--- src/sv/bmp_pkg.sv ---
// Shared widths and reset constants for the binomial-modulo-prime block.
package bmp_pkg;

    localparam int unsigned ARG_W       = 32;
    localparam int unsigned RES_W       = 16;
    localparam int unsigned TABLE_DEPTH = 65536;
    localparam logic [RES_W-1:0] MODULUS_RESET = 16'd65521;

endpackage

--- src/sv/bmp_div.sv ---
// Shared restoring divider: 32-bit dividend by 16-bit divisor, one quotient bit a cycle.
module bmp_div
(
    input  logic                        clk,
    input  logic                        rst_n,
    input  logic                        start,
    input  logic [bmp_pkg::ARG_W-1:0]   dividend,
    input  logic [bmp_pkg::RES_W-1:0]   divisor,
    output logic [bmp_pkg::ARG_W-1:0]   quot,
    output logic [bmp_pkg::RES_W-1:0]   rem,
    output logic                        done
);

    localparam int unsigned CW = $clog2(bmp_pkg::ARG_W);

    logic [bmp_pkg::ARG_W-1:0] quot_reg;
    logic [bmp_pkg::RES_W-1:0] rem_reg;
    logic [bmp_pkg::RES_W-1:0] dvs_reg;
    logic [CW-1:0]             cnt_reg;
    logic                      busy_reg;
    logic                      done_reg;
    logic [bmp_pkg::RES_W:0]   shifted;
    logic [bmp_pkg::RES_W+1:0] diff;

    assign shifted = {rem_reg, quot_reg[bmp_pkg::ARG_W-1]};
    assign diff    = {1'b0, shifted} - {2'b00, dvs_reg};

    always_ff @(posedge clk or negedge rst_n)
    begin
        if (!rst_n)
        begin
            busy_reg <= 1'b0;
            done_reg <= 1'b0;
            cnt_reg  <= '0;
        end
        else
        begin
            done_reg <= 1'b0;
            if (start)
            begin
                busy_reg <= 1'b1;
                cnt_reg  <= '0;
            end
            else if (busy_reg)
            begin
                cnt_reg <= cnt_reg + 1'b1;
                if (cnt_reg == CW'(bmp_pkg::ARG_W - 1))
                begin
                    busy_reg <= 1'b0;
                    done_reg <= 1'b1;
                end
            end
        end
    end

    always_ff @(posedge clk)
    begin
        if (start)
        begin
            quot_reg <= dividend;
            rem_reg  <= '0;
            dvs_reg  <= divisor;
        end
        else if (busy_reg)
        begin
            quot_reg <= {quot_reg[bmp_pkg::ARG_W-2:0], ~diff[bmp_pkg::RES_W+1]};
            if (!diff[bmp_pkg::RES_W+1])
                rem_reg <= diff[bmp_pkg::RES_W-1:0];
            else
                rem_reg <= shifted[bmp_pkg::RES_W-1:0];
        end
    end

    assign quot = quot_reg;
    assign rem  = rem_reg;
    assign done = done_reg;

endmodule
--- config.mk ---
export PLATFORM = sky130hd
export DESIGN_NAME = bmp_div
export DESIGN_NICKNAME = d
export VERILOG_FILES = /design/src/sv/bmp_pkg.sv /design/src/sv/bmp_div.sv
export SDC_FILE = /design/constraint.sdc
export NUM_CORES = 1
export LEC_CHECK = 0
export BUFFER_PORTS_ARGS = -buffer_cell sky130_fd_sc_hd__buf_4
export CAP_MARGIN = 25
export CORE_UTILIZATION = 51
export DETAILED_ROUTE_END_ITERATION = 10
export PLACE_DENSITY = 0.77
export RECOVER_POWER = 50
export REMOVE_ABC_BUFFERS = 1
export SYNTH_ARGS = -nofsm -noshare
export SYNTH_HDL_FRONTEND = slang
export SYNTH_SLANG_ARGS = --single-unit
--- constraint.sdc ---
create_clock -name clk -period 5.5 [get_ports clk]
set_input_delay 0.55 -clock clk [delete_from_list [all_inputs] [get_ports clk]]
set_output_delay 0.55 -clock clk [all_outputs]
set_load 0.005 [all_outputs]
# Word level (Yosys, flattened, before mapping)
# Index checks and enable logic that the tools add are counted.
# totals
word_cells	22
reg_bits	71
out_inout_bits	49
in_bits	51
latch_bits	0
mem_bits_ro	0
mem_bits_rw	0
n_memories	0
# op_classes
eq_ne	1
div	0
bitwise	1
mux	11
n_mul	0
n_lt_le_gt_ge	0
shifts	0
reduce_logical	1
add_sub_neg	2
# op_table
operator	count
$mux W32	2
$sub A17 B16 Y18	1
$mux W16	1
$mux W5	2
$mux W1	6
$add A5 B1 Y5 const B	1
$eq A5 B5 Y1 const B	1
$reduce_bool A2 Y1	1
$not A1 Y1	1

# Depth between registers and ports, before layout
# Gate-level depths: netlist of run 1.
# depth
depth_word	4
depth_mapped	10
mapped_depth_nobuf	10

# Worst setup path after synthesis of run 1
# Ideal clock, no wire load.
# synth_path
path_kind	flip-flop to flip-flop
from	register rem_reg, in the netlist rem[7]
to	register quot_reg, in the netlist quot[0], data pin
arrival_time_ns	2.034
path_slack_ns	3.206
stages_incl_launch_ff	9
synth_period_minus_slack_ns	2.294
n_path_buf	1
setup_time_ns	0.260
required_time_ns	5.240
path_cell_list	dfxtp_1 > ha_1 > a21o_1 > o21bai_4 > and2_4 > o31ai_4 > buf_6 > nand2_2 > mux2_2
# synth_via
elab_chain_cells	4
# synth_lines
element	line	text
start: declaration	bmp_div.sv:17	logic [bmp_pkg::RES_W-1:0] rem_reg;
start signal: assignment	bmp_div.sv:68	rem_reg <= diff[bmp_pkg::RES_W-1:0];
start signal: assignment	bmp_div.sv:70	rem_reg <= shifted[bmp_pkg::RES_W-1:0];
$sub A17 B16 Y18	bmp_div.sv:26	assign diff = {1'b0, shifted} - {2'b00, dvs_reg};
$not A1 Y1	bmp_div.sv:66	quot_reg <= {quot_reg[bmp_pkg::ARG_W-2:0], ~diff[bmp_pkg::RES_W+1]};
$mux W32	bmp_div.sv:64	else if (busy_reg)
$mux W32	bmp_div.sv:58	if (start)
end signal: assignment	bmp_div.sv:60	quot_reg <= dividend;
end signal: assignment	bmp_div.sv:66	
end: declaration	bmp_div.sv:16	logic [bmp_pkg::ARG_W-1:0] quot_reg;
# Every way passes these cells. The select of a mux whose other input is x is not followed.
# A chain may end at the register's enable or synchronous reset.

# Final worst setup path of run 1
# Same ends and word-level chain as after synthesis.

==> impl_summary.md, run 1 <==
Placed design
The worst slack at placement is 2.843 ns. Routability-driven placement finished with a final weighted congestion of 0.8376. Detailed placement ended at an HPWL of 6398 um. After detailed placement, the design holds a cell count of 518. The quantity of I/O buffers inserted on ports is 99.

Worst setup path
The slack of the worst reg-to-reg path is 2.90 ns. At the worst endpoint, the required time is 5.61 ns. Along the worst path, the maximum fanout reaches 16. The critical path start-end classification is reg -> reg. The endpoint kind of the worst setup timing path is a register. Data arrives at the worst endpoint at 2.71 ns. STA classifies the critical path startpoint as a register.

Status
The run finished with clean final reports.

Routing
The number of nets with antenna violations after detailed routing is 0. The remaining routing DRC violations is 0. The first detailed-routing pass ran for 4 iterations. After detailed routing, the average wire length per cell comes to 16.05 um. The total wire length after detailed routing is 8601 um.

Across all layers, the routed design uses 2991 vias. Using the TritonRoute via totals, the vias-per-cell ratio works out to 5.580. The count of routing violations after the opening detailed-route iteration is 303.

Clock tree
The number of instances resized during post-cts repair is 0. The number of buffers on the longest clock path is 2. The clock transition time at the flip-flop clock pins of the worst setup and hold paths is 0.09 ns.

The CTS tree is done. In this run the clock root is driven by a sky130_fd_sc_hd__clkbuf_8. The total setup buffers inserted after CTS is 0. The number of CTS-inserted buffers is 9. CTS built an H-tree with a depth of 3.

After clock tree synthesis, the flow added hold-fix buffers numbering 1. CTS saw 71 sinks. The clock insertion delay at the later pin of the skew report is 0.35 ns.

GRT
The via count of the first global-routing pass is 2862. In the global route stage, overall resource usage came out at 23.35%. The first global-routing pass estimated 13690 um of wire. The number of antenna violations at the first check in global routing is 0. The leftover overflow at the end of global routing is 0.

The pin count of the biggest net entering global routing is 65.

Synthesis
The flop and latch count out of synthesis is 71. During synthesis, Yosys emitted a total of 0 warnings. The proportion of synthesized chip area in sequential cells is 50.31%.

The synthesized design contains 48 enable-type register cells. The distinct cell type count after synthesis is 60. The post-synthesis cell area is 3850 um2. The mean instance size in the synthesized netlist is 11.56 um2. The share of flip-flops with an asynchronous set or reset after synthesis is 9.859%. Synthesis produced a netlist whose cell count is 333. The dominant register cell in the synthesized netlist is sky130_fd_sc_hd__edfxtp_1.

Layout
Compared with the post-synthesis result, the final layout area differs by 26.55%. The register with the most flip-flops in the layout has 32 of them. The final instance count without filler cells is 536. Leaving out fill and tap cells, the most frequent cells in the layout are 48 x sky130_fd_sc_hd__edfxtp_1, 45 x sky130_fd_sc_hd__buf_4, 45 x sky130_fd_sc_hd__clkbuf_4. In the final design database the tool counted 502 nets. The library cell used most frequently in the layout, excluding fill and tap cells, is sky130_fd_sc_hd__edfxtp_1. The share of cells above drive strength 1 is 34.55%. 0 antenna diodes ended up in the layout.

Floorplanning
The die is 88.89 um tall. The initial core utilization is 52.80%. The overall die area is 7901 um2. Row generation in the floorplan step produced 31 rows. The core area is 7292 um2. The die is 88.89 um wide. The number of I/O pins is 100.

STA
The final-layout setup total negative slack is 0 ns. Setup repair after global routing left no endpoint under its margin. The final-report max-slew violation count is 0.

The worst-margin pin slew is 0.9440 ns. The achievable frequency is 0.3841 GHz. The final critical path time including I/O delays and setup is 2.604 ns. In the post-route analysis, the smallest setup slack over all paths is 2.896 ns. The period utilization is 47.34%. The worst pin sits at a relative slew slack of 36.93%. The number of failing hold endpoints at the final stage is 0. Hold is met by 0.3901 ns. On the final layout, the worst clock skew is 0.01200 ns.

The final number of setup-violating endpoints is 0.

Pwr
The total power density per cell area is 403.9 nW/um2. VDD sags by at most 0.1846 mV. The analysis attributes to cell leakage a power of 2.115 nW.

Min path
The path class of the tightest hold or removal check is in -> reg.

Job
The number of maximum-capacitance violations is 0.
[path summary, 6_finish.rpt]
| path | startpoint | end | depth (start not counted) |
|---|---|---|---|
| worst min-delay path | divisor[12] | dvs_reg[12] | 1 |
| min in group asynchronous | rst_n | cnt_reg[3] | 2 |
| worst max-delay path | rem[7] | quot[0] | 7 |
| worst max register to register | rem[7] | quot[0] | 7 |
| max in group asynchronous | rst_n | cnt_reg[1] | 2 |
| worst min register to register | rem[4] | rem[4] | 2 |
[metal layers]
metal  vias up  part of all wire (%)  global-route usage [%]
met3         8                   7.6                   6.996
met5         -                     0                       0
met1      1428                    42                   30.10
li1       1455                     -                       -
met2       100                    49                   36.57
met4         0                   1.2                   10.12
[per-stage QoR]
step                      util [%]  total power [mW]  area, um2
final                        66.82             1.968       4872
after global routing         66.82             2.081       4872
after CTS                    67.23             1.979       4902
after detailed placement     64.09             1.511       4673
after global placement       63.71             1.494       4646
after floorplan                  -             1.230       3779
[cells in the mapped netlist, types with 3 or more instances]
cell                       instances  area [um2]
sky130_fd_sc_hd__dfrtp_1           7       175.2
sky130_fd_sc_hd__nand3_1           8       40.04
sky130_fd_sc_hd__nor3_1            3       15.01
sky130_fd_sc_hd__xor2_1            6       52.55
sky130_fd_sc_hd__clkbuf_1          8       30.03
sky130_fd_sc_hd__o211ai_1          4       30.03
sky130_fd_sc_hd__dfxtp_1          16       320.3
sky130_fd_sc_hd__mux2i_1           4       40.04
sky130_fd_sc_hd__and3_1            6       37.54
sky130_fd_sc_hd__a41oi_1           4       35.03
sky130_fd_sc_hd__nor2b_1           3       18.77
sky130_fd_sc_hd__nand4_1           9       56.30
sky130_fd_sc_hd__buf_2             3       15.01
sky130_fd_sc_hd__mux2_2           32       360.4
sky130_fd_sc_hd__edfxtp_1         48        1441
sky130_fd_sc_hd__inv_1            21       78.83
sky130_fd_sc_hd__nor2_1           16       60.06
sky130_fd_sc_hd__a21oi_1          11       55.05
sky130_fd_sc_hd__nand2_1          21       78.83
sky130_fd_sc_hd__a311oi_1          4       35.03
sky130_fd_sc_hd__o21ai_0          15       75.07
sky130_fd_sc_hd__a21o_1            8       60.06
sky130_fd_sc_hd__o22ai_1           3       18.77
sky130_fd_sc_hd__nand2b_1          4       25.02
sky130_fd_sc_hd__and2_1            3       18.77
sky130_fd_sc_hd__xnor2_1           8       70.07
sky130_fd_sc_hd__ha_1             18       225.2
[where the power goes]
group	switching, mW	internal, mW	total, mW
combinational	0.401	0.359	0.761
sequential	0.0765	0.665	0.742
clock	0.207	0.259	0.466
total	0.685	1.28	1.97
[kinds of logic (layout without fill, tap and decap cells)]
group	count (synthesis)	after routing	synth area share, %
AOI/OAI and AO/OA	74	74	14.62
buffers and inverters	35	139	3.900
and+or+nand+nor	84	84	11.21
adders and majority gates	19	19	6.370
DFF	71	71	50.31
muxes	36	36	10.40
xor gates and xnor gates	14	14	3.185
[final cells by class]
class | count | area [um2]
Sequential cell | 71 | 1937
Inverter | 21 | 78.83
Clock inverter | 6 | 91.34
Timing Repair Buffer | 102 | 750.7
Fill cell | 586 | 2420
Tap cell | 99 | 123.9
Multi-Input combinational cell | 227 | 1763
Clock buffer | 10 | 127.6
[worst max-delay path: stages, from the launching register on]
cell and delay (ns):
sky130_fd_sc_hd__dfxtp_1 0.35, sky130_fd_sc_hd__ha_1 0.39, sky130_fd_sc_hd__a21o_1 0.27, sky130_fd_sc_hd__o21bai_4 0.21
sky130_fd_sc_hd__and2_4 0.16, sky130_fd_sc_hd__o31ai_4 0.62, sky130_fd_sc_hd__nand2_2 0.11, sky130_fd_sc_hd__mux2_2 0.28
Note: power is estimated with default switching activity, not from simulation.
==> run 2, diff against run 1 <==
==> constraint.sdc (replaced) <==
create_clock -name clk -period 2.7 [get_ports clk]
set_input_delay 0.27 -clock clk [delete_from_list [all_inputs] [get_ports clk]]
set_output_delay 0.27 -clock clk [all_outputs]
set_load 0.005 [all_outputs]
==> impl_summary.md, run 2 (synthesis results as in run 1) <==
Status
The flow ran to the end, and the final reports show no timing, DRC or antenna violations.

Pwr
The internal portion of the total power is 2.726 mW. The proportion of power drawn by combinational gates is 38.6%. The total power density per cell area is 846.7 nW/um2. The share of total power dissipated in the clock network is 25.3%. The leakage power is 2.162 nW. Sequential cells burn 36.1% of the power.

The switching share of power is 34.78%. The worst voltage drop across the vdd grid is 0.5870 mV. The net switching power of the design is 1.453 mW.

Layout
Leaving out fill and tap cells, the most frequent cell in the layout is sky130_fd_sc_hd__buf_4. 0 antenna diodes ended up in the layout. For this run, the post-layout net count is 508. Once layout is complete, the cells apart from fillers number 542. The share of cells above drive strength 1 is 36.34%. The register with the most flip-flops in the layout has 32 of them. After routing the design area is 4936 um2. In the layout the commonest cells are 69 x sky130_fd_sc_hd__buf_4, 48 x sky130_fd_sc_hd__edfxtp_1, 32 x sky130_fd_sc_hd__mux2_2, 32 x sky130_fd_sc_hd__clkbuf_4. The area growth from synthesis to layout is 28.21%.

Clock tree
After clock tree synthesis, the clock-pin slew on the worst setup and hold paths is 0.08 ns. The number of buffers on the longest clock path is 2. The clock tree root buffer cell is sky130_fd_sc_hd__clkbuf_8. The clock insertion delay at the later pin of the skew report is 0.35 ns. The number of clock buffers added by TritonCTS is 9. The CTS sink count is 71. The CTS tree is done. The number of gates resized after CTS was 0.

In this run the number of H-tree levels came out at 3.

Routing
Summing over every cut layer, the via total after detailed routing is 3087. Dividing the detail-routed wire length by the instance count gives 17.15 um. The number of nets with antenna violations after detailed routing is 0. For this block, the routed nets add up to 9297 um of wire.

Before antenna repair, the detailed router went through 4 iterations. For this run, design rule violations remaining after detail routing come to 0. The count of routing violations after the opening detailed-route iteration is 157. Using the TritonRoute via totals, the vias-per-cell ratio works out to 5.696.

Job
The number of maximum-capacitance violations is 0.

Worst setup path
Data on the critical path is required at its endpoint by 2.96 ns. The worst setup path is launched from a register. The instance count on the critical path is 10.

The number of buffer and inverter instances along the worst setup path is 2. The critical path goes through inv_1, ha_1, inv_1, fa_1, a21o_1, a221oi_2, o211ai_1, xnor2_1, o21ai_0, a311oi_1. The critical path's top delay family is compound AO/OA/AOI/OAI gates.

The endpoint kind of the worst setup timing path is a register. The highest fanout seen on the critical path is 4. Data on the critical path arrives at its endpoint at 2.74 ns. The slack of the worst reg-to-reg path is 0.22 ns. The dominant cell type by count on the critical path is sky130_fd_sc_hd__inv_1. Counting cells, the worst reg-to-reg path comes to 10. The critical path start-end classification is reg -> reg. The largest incremental delay on the critical path is 0.42 ns. The slowest stage of the critical path belongs to the cell sky130_fd_sc_hd__edfxtp_1.

Placed design
The quantity of I/O buffers inserted on ports is 99. In this run, placement finished with an instance count of 525. The sum of net half-perimeters after detailed placement is 6503 um. After detailed placement, the total cell area comes to 4706 um2. The placer's final routability congestion estimate is 0.8626.

GRT
The via count of the first global-routing pass is 3111. Summed over all layers, the global routing overflow is 0. The number of antenna violations at the first check in global routing is 0.

The overall track demand over capacity in global routing is 25.51%. The pin count of the biggest net entering global routing is 45. The first global-routing pass estimated 15060 um of wire.

Floorplanning
The die extent in x is 88.89 um. The number of I/O pins is 100. The floorplan step defined a die boundary enclosing 7901 um2. From bottom edge to top edge, the die measures 88.89 um. The core area is 7292 um2. The initial utilization of the core area, before any placement, comes to 52.80%.

Row generation in the floorplan step produced 31 rows.

Min path
The classification of the worst-slack hold path is in -> reg. Counting instances, the worst hold path has a depth of 1.

STA
The final number of setup-violating endpoints is 0. Setup repair after global routing left no endpoint under its margin. Timing would allow up to 0.4025 GHz. The final-layout setup total negative slack is 0 ns. The final critical path takes up 92.01% of the cycle. In this run the tightest slew margin relative to its limit is 21.21%. After layout, the minimum clock period comes to 2.484 ns. The number of failing hold endpoints at the final stage is 0. The final-report max-slew violation count is 0. The worst-margin pin slew is 1.182 ns.

Clock skew on the completed layout was measured at 0.005571 ns.
==> run 2: worst paths after layout <==
path                                  start          end
max in group asynchronous             rst_n   cnt_reg[4]
worst max register to register     quot[31]      rem[12]
min in group asynchronous             rst_n   cnt_reg[3]
worst max-delay path               quot[31]      rem[12]
worst min-delay path            divisor[12]  dvs_reg[12]
worst min register to register       rem[3]       rem[3]
==> run 2: power groups by stage <==
stage / clock network, mW / logic [mW] / registers, mW
after floorplan: 0 / 0.999 / 1.51
after global placement: 0 / 1.56 / 1.53
after detailed placement: 0 / 1.59 / 1.53
after CTS: 1.06 / 1.61 / 1.51
after global routing: 1.10 / 1.75 / 1.54
final: 1.06 / 1.61 / 1.51
==> run 2: routing by layer <==
layer  routed length (um)  track usage [%]  up-vias  share of wire [%]
met2                 4358            41.61      140                 47
met5                    0                0        -                  0
li1                     -                -     1464                  -
met3                  759            7.276       26                8.2
met1                 3908            31.55     1457                 42
met4                  271            11.44        0                2.9
==> run 2: timing repair <==
item,in CTS,in global routing
endpoints found under the hold margin,7,0
hold buffers,1,0
setup buffers,0,0
==> run 2: stage by stage <==
stage	util, %	setup WS, ns	hold slack, ns	power (mW)
floorplan	-	0.3782	-0.02559	2.506
global placement	64.53	0.3585	0.08749	3.083
detailed placement	64.53	0.2752	0.08986	3.116
CTS	68.00	0.2413	0.08108	4.176
global route	67.69	0.02678	0.09772	4.393
finish	67.69	0.2157	0.1083	4.179
==> run 2: layout make-up <==
cell class              instances  area [um2]
clock inverters                 7       118.9
inverters                      21       78.83
clock buffers                   9       123.9
flip-flops and latches         71        1937
multi-input cells             227        1763
repair buffers                108       790.8
well taps                      99       123.9
fillers                       587        2356
==> run 3, diff against run 2 <==
--- a/config.mk
+++ b/config.mk
@@ -7,6 +7,7 @@
 export LEC_CHECK = 0
 export BUFFER_PORTS_ARGS = -buffer_cell sky130_fd_sc_hd__buf_4
 export CAP_MARGIN = 25
+export CORE_ASPECT_RATIO = 0.9
 export CORE_UTILIZATION = 51
 export DETAILED_ROUTE_END_ITERATION = 10
 export PLACE_DENSITY = 0.77
==> impl_summary.md, run 3 (synthesis results as in run 1) <==
Layout
The flip-flop count of the largest register after layout is 32. The share of cells above drive strength 1 is 36.63%. The finished layout holds 538 standard cells, fillers aside.

The commonest non-fill, non-tap cell in the layout is sky130_fd_sc_hd__buf_4. The area of all placed cells without fillers is 4898 um2. The antenna diode count is 0. Compared with the post-synthesis result, the final layout area differs by 27.23%. The final layout contains 510 nets. The library cells used most frequently in the layout, excluding fill and tap cells, are 66 x sky130_fd_sc_hd__buf_4, 48 x sky130_fd_sc_hd__edfxtp_1, 39 x sky130_fd_sc_hd__clkbuf_4.

Clock tree
The number of clock buffers added by TritonCTS is 9. The H-tree depth reported by CTS is 3. The clock insertion delay at the later pin of the skew report is 0.35 ns. The total setup buffers inserted after CTS is 0. Once the clock tree was built, the resizer swapped 0 gates to a different size. The clock transition time at the flip-flop clock pins of the worst setup and hold paths is 0.08 ns. The tree is rooted in a sky130_fd_sc_hd__clkbuf_8. The CTS tree is done.

The CTS sink count is 71. No sink is reached through more buffers than the 2 on the longest clock path. Buffers inserted to repair hold after CTS numbered 1.

Job
The number of maximum-capacitance violations is 0.

STA
Setup repair after global routing left no endpoint under its margin. Dividing the final minimum period by the clock period gives 90.85%. The tightest slew margin relative to the limit is 23.05%. The routed design could run at a clock period as short as 2.453 ns. The final number of setup-violating endpoints is 0.

The final-report max-slew violation count was 0. After routing, the total negative slack on setup checks comes to 0 ns. The number of failing hold endpoints at the final stage was 0. Clock skew on the completed layout was measured at 0.01080 ns. The worst hold margin is 0.1131 ns. Timing would allow up to 0.4077 GHz. At the pin with the least slew margin, the transition time is 1.154 ns.

Worst setup path
In this run the critical register-to-register path is launched from quot[31]. The endpoint of the worst register-to-register path is rem[14]. Across all register-to-register paths, the minimum setup slack is 0.25 ns.

The length in cells of the worst reg-to-reg path is 10. The required arrival time at the worst endpoint is 2.96 ns. The highest fanout seen on the critical path is 4. By startpoint and endpoint, the worst setup path is classified as reg -> reg. The data arrival time at the worst-slack endpoint is 2.72 ns.

STA classifies the critical path endpoint as a register. STA classifies the critical path startpoint as a register.

Routing
The overall via count from detail_route is 3070. Summed over all layers, the routed wires come to 9238 um. The count of routing violations after the opening detailed-route iteration is 148. The final routed wire length divided by cell count is 17.17 um. In the routed layout, each cell is associated on average with a via count of 5.706. The length of the first detailed-routing pass in iterations is 5.

For this run, design rule violations remaining after detail routing come to 0. The number of nets with antenna violations after detailed routing is 0.

Placed design
During placement, the flow inserted port buffers numbering 99. Summed over all nets, the half-perimeter wirelength after detailed placement is 6515 um. Routability-driven placement finished with a final weighted congestion of 0.8637. The number of placed cells counting well taps is 521.

In this run the cell area measured after placement is 4713 um2.

Floorplanning
The region available for standard cell placement spans 7184 um2. 100 I/O pins were placed. In this run the vertical extent of the chip is 84.43 um. The die covers 7901 um2. The die is 93.59 um wide. For this configuration, the core starts out at a cell density of 53.59%. The number of standard-cell rows in the floorplan is 29.

GRT
The via count of the first global-routing pass was 2963. Entering global routing, the biggest net connects 34 pins. The wire length of the first global-routing pass is 14640 um.

The number of antenna violations at the first check in global routing is 0. Global routing used 24.37% of the available tracks across all layers. The leftover overflow at the end of global routing is 0.

Min path
The classification of the worst-slack hold path is in -> reg. The worst hold path terminates at dvs_reg[7]. The worst min-delay path startpoint is divisor[7]. The cell count of the worst hold path is 1.

Pwr
The total power density per cell area is 810.8 nW/um2. The completed layout was analyzed and its total power is 3.972 mW. The worst voltage drop across the vdd grid is 0.4145 mV. For this design the static power due to leakage is 2.150 nW.

Status
The run finished with clean final reports.
## run 3: cell types whose count changed in the layout (fill, tap and decap cells not counted)
| cell | change |
|---|---|
| sky130_fd_sc_hd__buf_4 | -3 |
| sky130_fd_sc_hd__bufinv_16 | -2 |
| sky130_fd_sc_hd__clkbuf_4 | +7 |
| sky130_fd_sc_hd__clkinv_1 | -1 |
| sky130_fd_sc_hd__clkinv_2 | +1 |
| sky130_fd_sc_hd__clkinv_4 | +1 |
| sky130_fd_sc_hd__clkinvlp_4 | +1 |
| sky130_fd_sc_hd__inv_6 | -2 |
| sky130_fd_sc_hd__mux2_1 | +1 |
| sky130_fd_sc_hd__mux2_2 | -1 |
## run 3: worst max-delay path by stage
stage | from | end | slack (ns) | cells after the start
CTS | quot[31] | rem[14] | 0.28 | 10
finish | quot[31] | rem[14] | 0.25 | 10
global route | quot[31] | rem[14] | 0.06 | 10
global placement | quot[31] | rem[12] | 0.36 | 10
detailed placement | quot[31] | rem[14] | 0.30 | 10
floorplan | rem[7] | quot[0] | 0.38 | 7
## run 3: metrics by stage
step | worst slack [ns] | utilization, %
finish | 0.2471 | 68.18
global route | 0.06237 | 68.18
CTS | 0.2810 | 68.39
detailed placement | 0.2953 | 65.60
global placement | 0.3554 | 65.60
floorplan | 0.3782 | -
## run 3: report_power, final
part / switching [mW] / internal (mW)
Sequential: 0.154 / 1.35
Clock: 0.418 / 0.428
Combinational: 0.851 / 0.767
## run 3: routing by layer
metal | routed length, um | GRT usage [%] | part of all wire [%]
met5 | 0 | 0 | 0
met1 | 3954 | 31.61 | 43
met4 | 75 | 6.434 | 0.81
met2 | 4278 | 38.57 | 46
met3 | 930 | 9.058 | 10
## run 3: cell type report
type / count / area (um2)
repair buffers: 110 / 813.3
fillers: 547 / 2286
clock buffers: 11 / 131.4
well taps: 93 / 116.4
clock inverters: 5 / 58.81
flip-flops and latches: 71 / 1937
multi-input cells: 227 / 1763
inverters: 21 / 78.83
## run 3: worst max-delay path, cell delays in order (launching register included)
cell	delay, ns
sky130_fd_sc_hd__edfxtp_1	0.41
sky130_fd_sc_hd__inv_1	0.08
sky130_fd_sc_hd__ha_1	0.15
sky130_fd_sc_hd__inv_1	0.05
sky130_fd_sc_hd__fa_1	0.41
sky130_fd_sc_hd__a21o_1	0.25
sky130_fd_sc_hd__a221oi_2	0.34
sky130_fd_sc_hd__o211ai_1	0.15
sky130_fd_sc_hd__mux2i_1	0.17
sky130_fd_sc_hd__o22ai_1	0.10
sky130_fd_sc_hd__a311oi_1	0.25
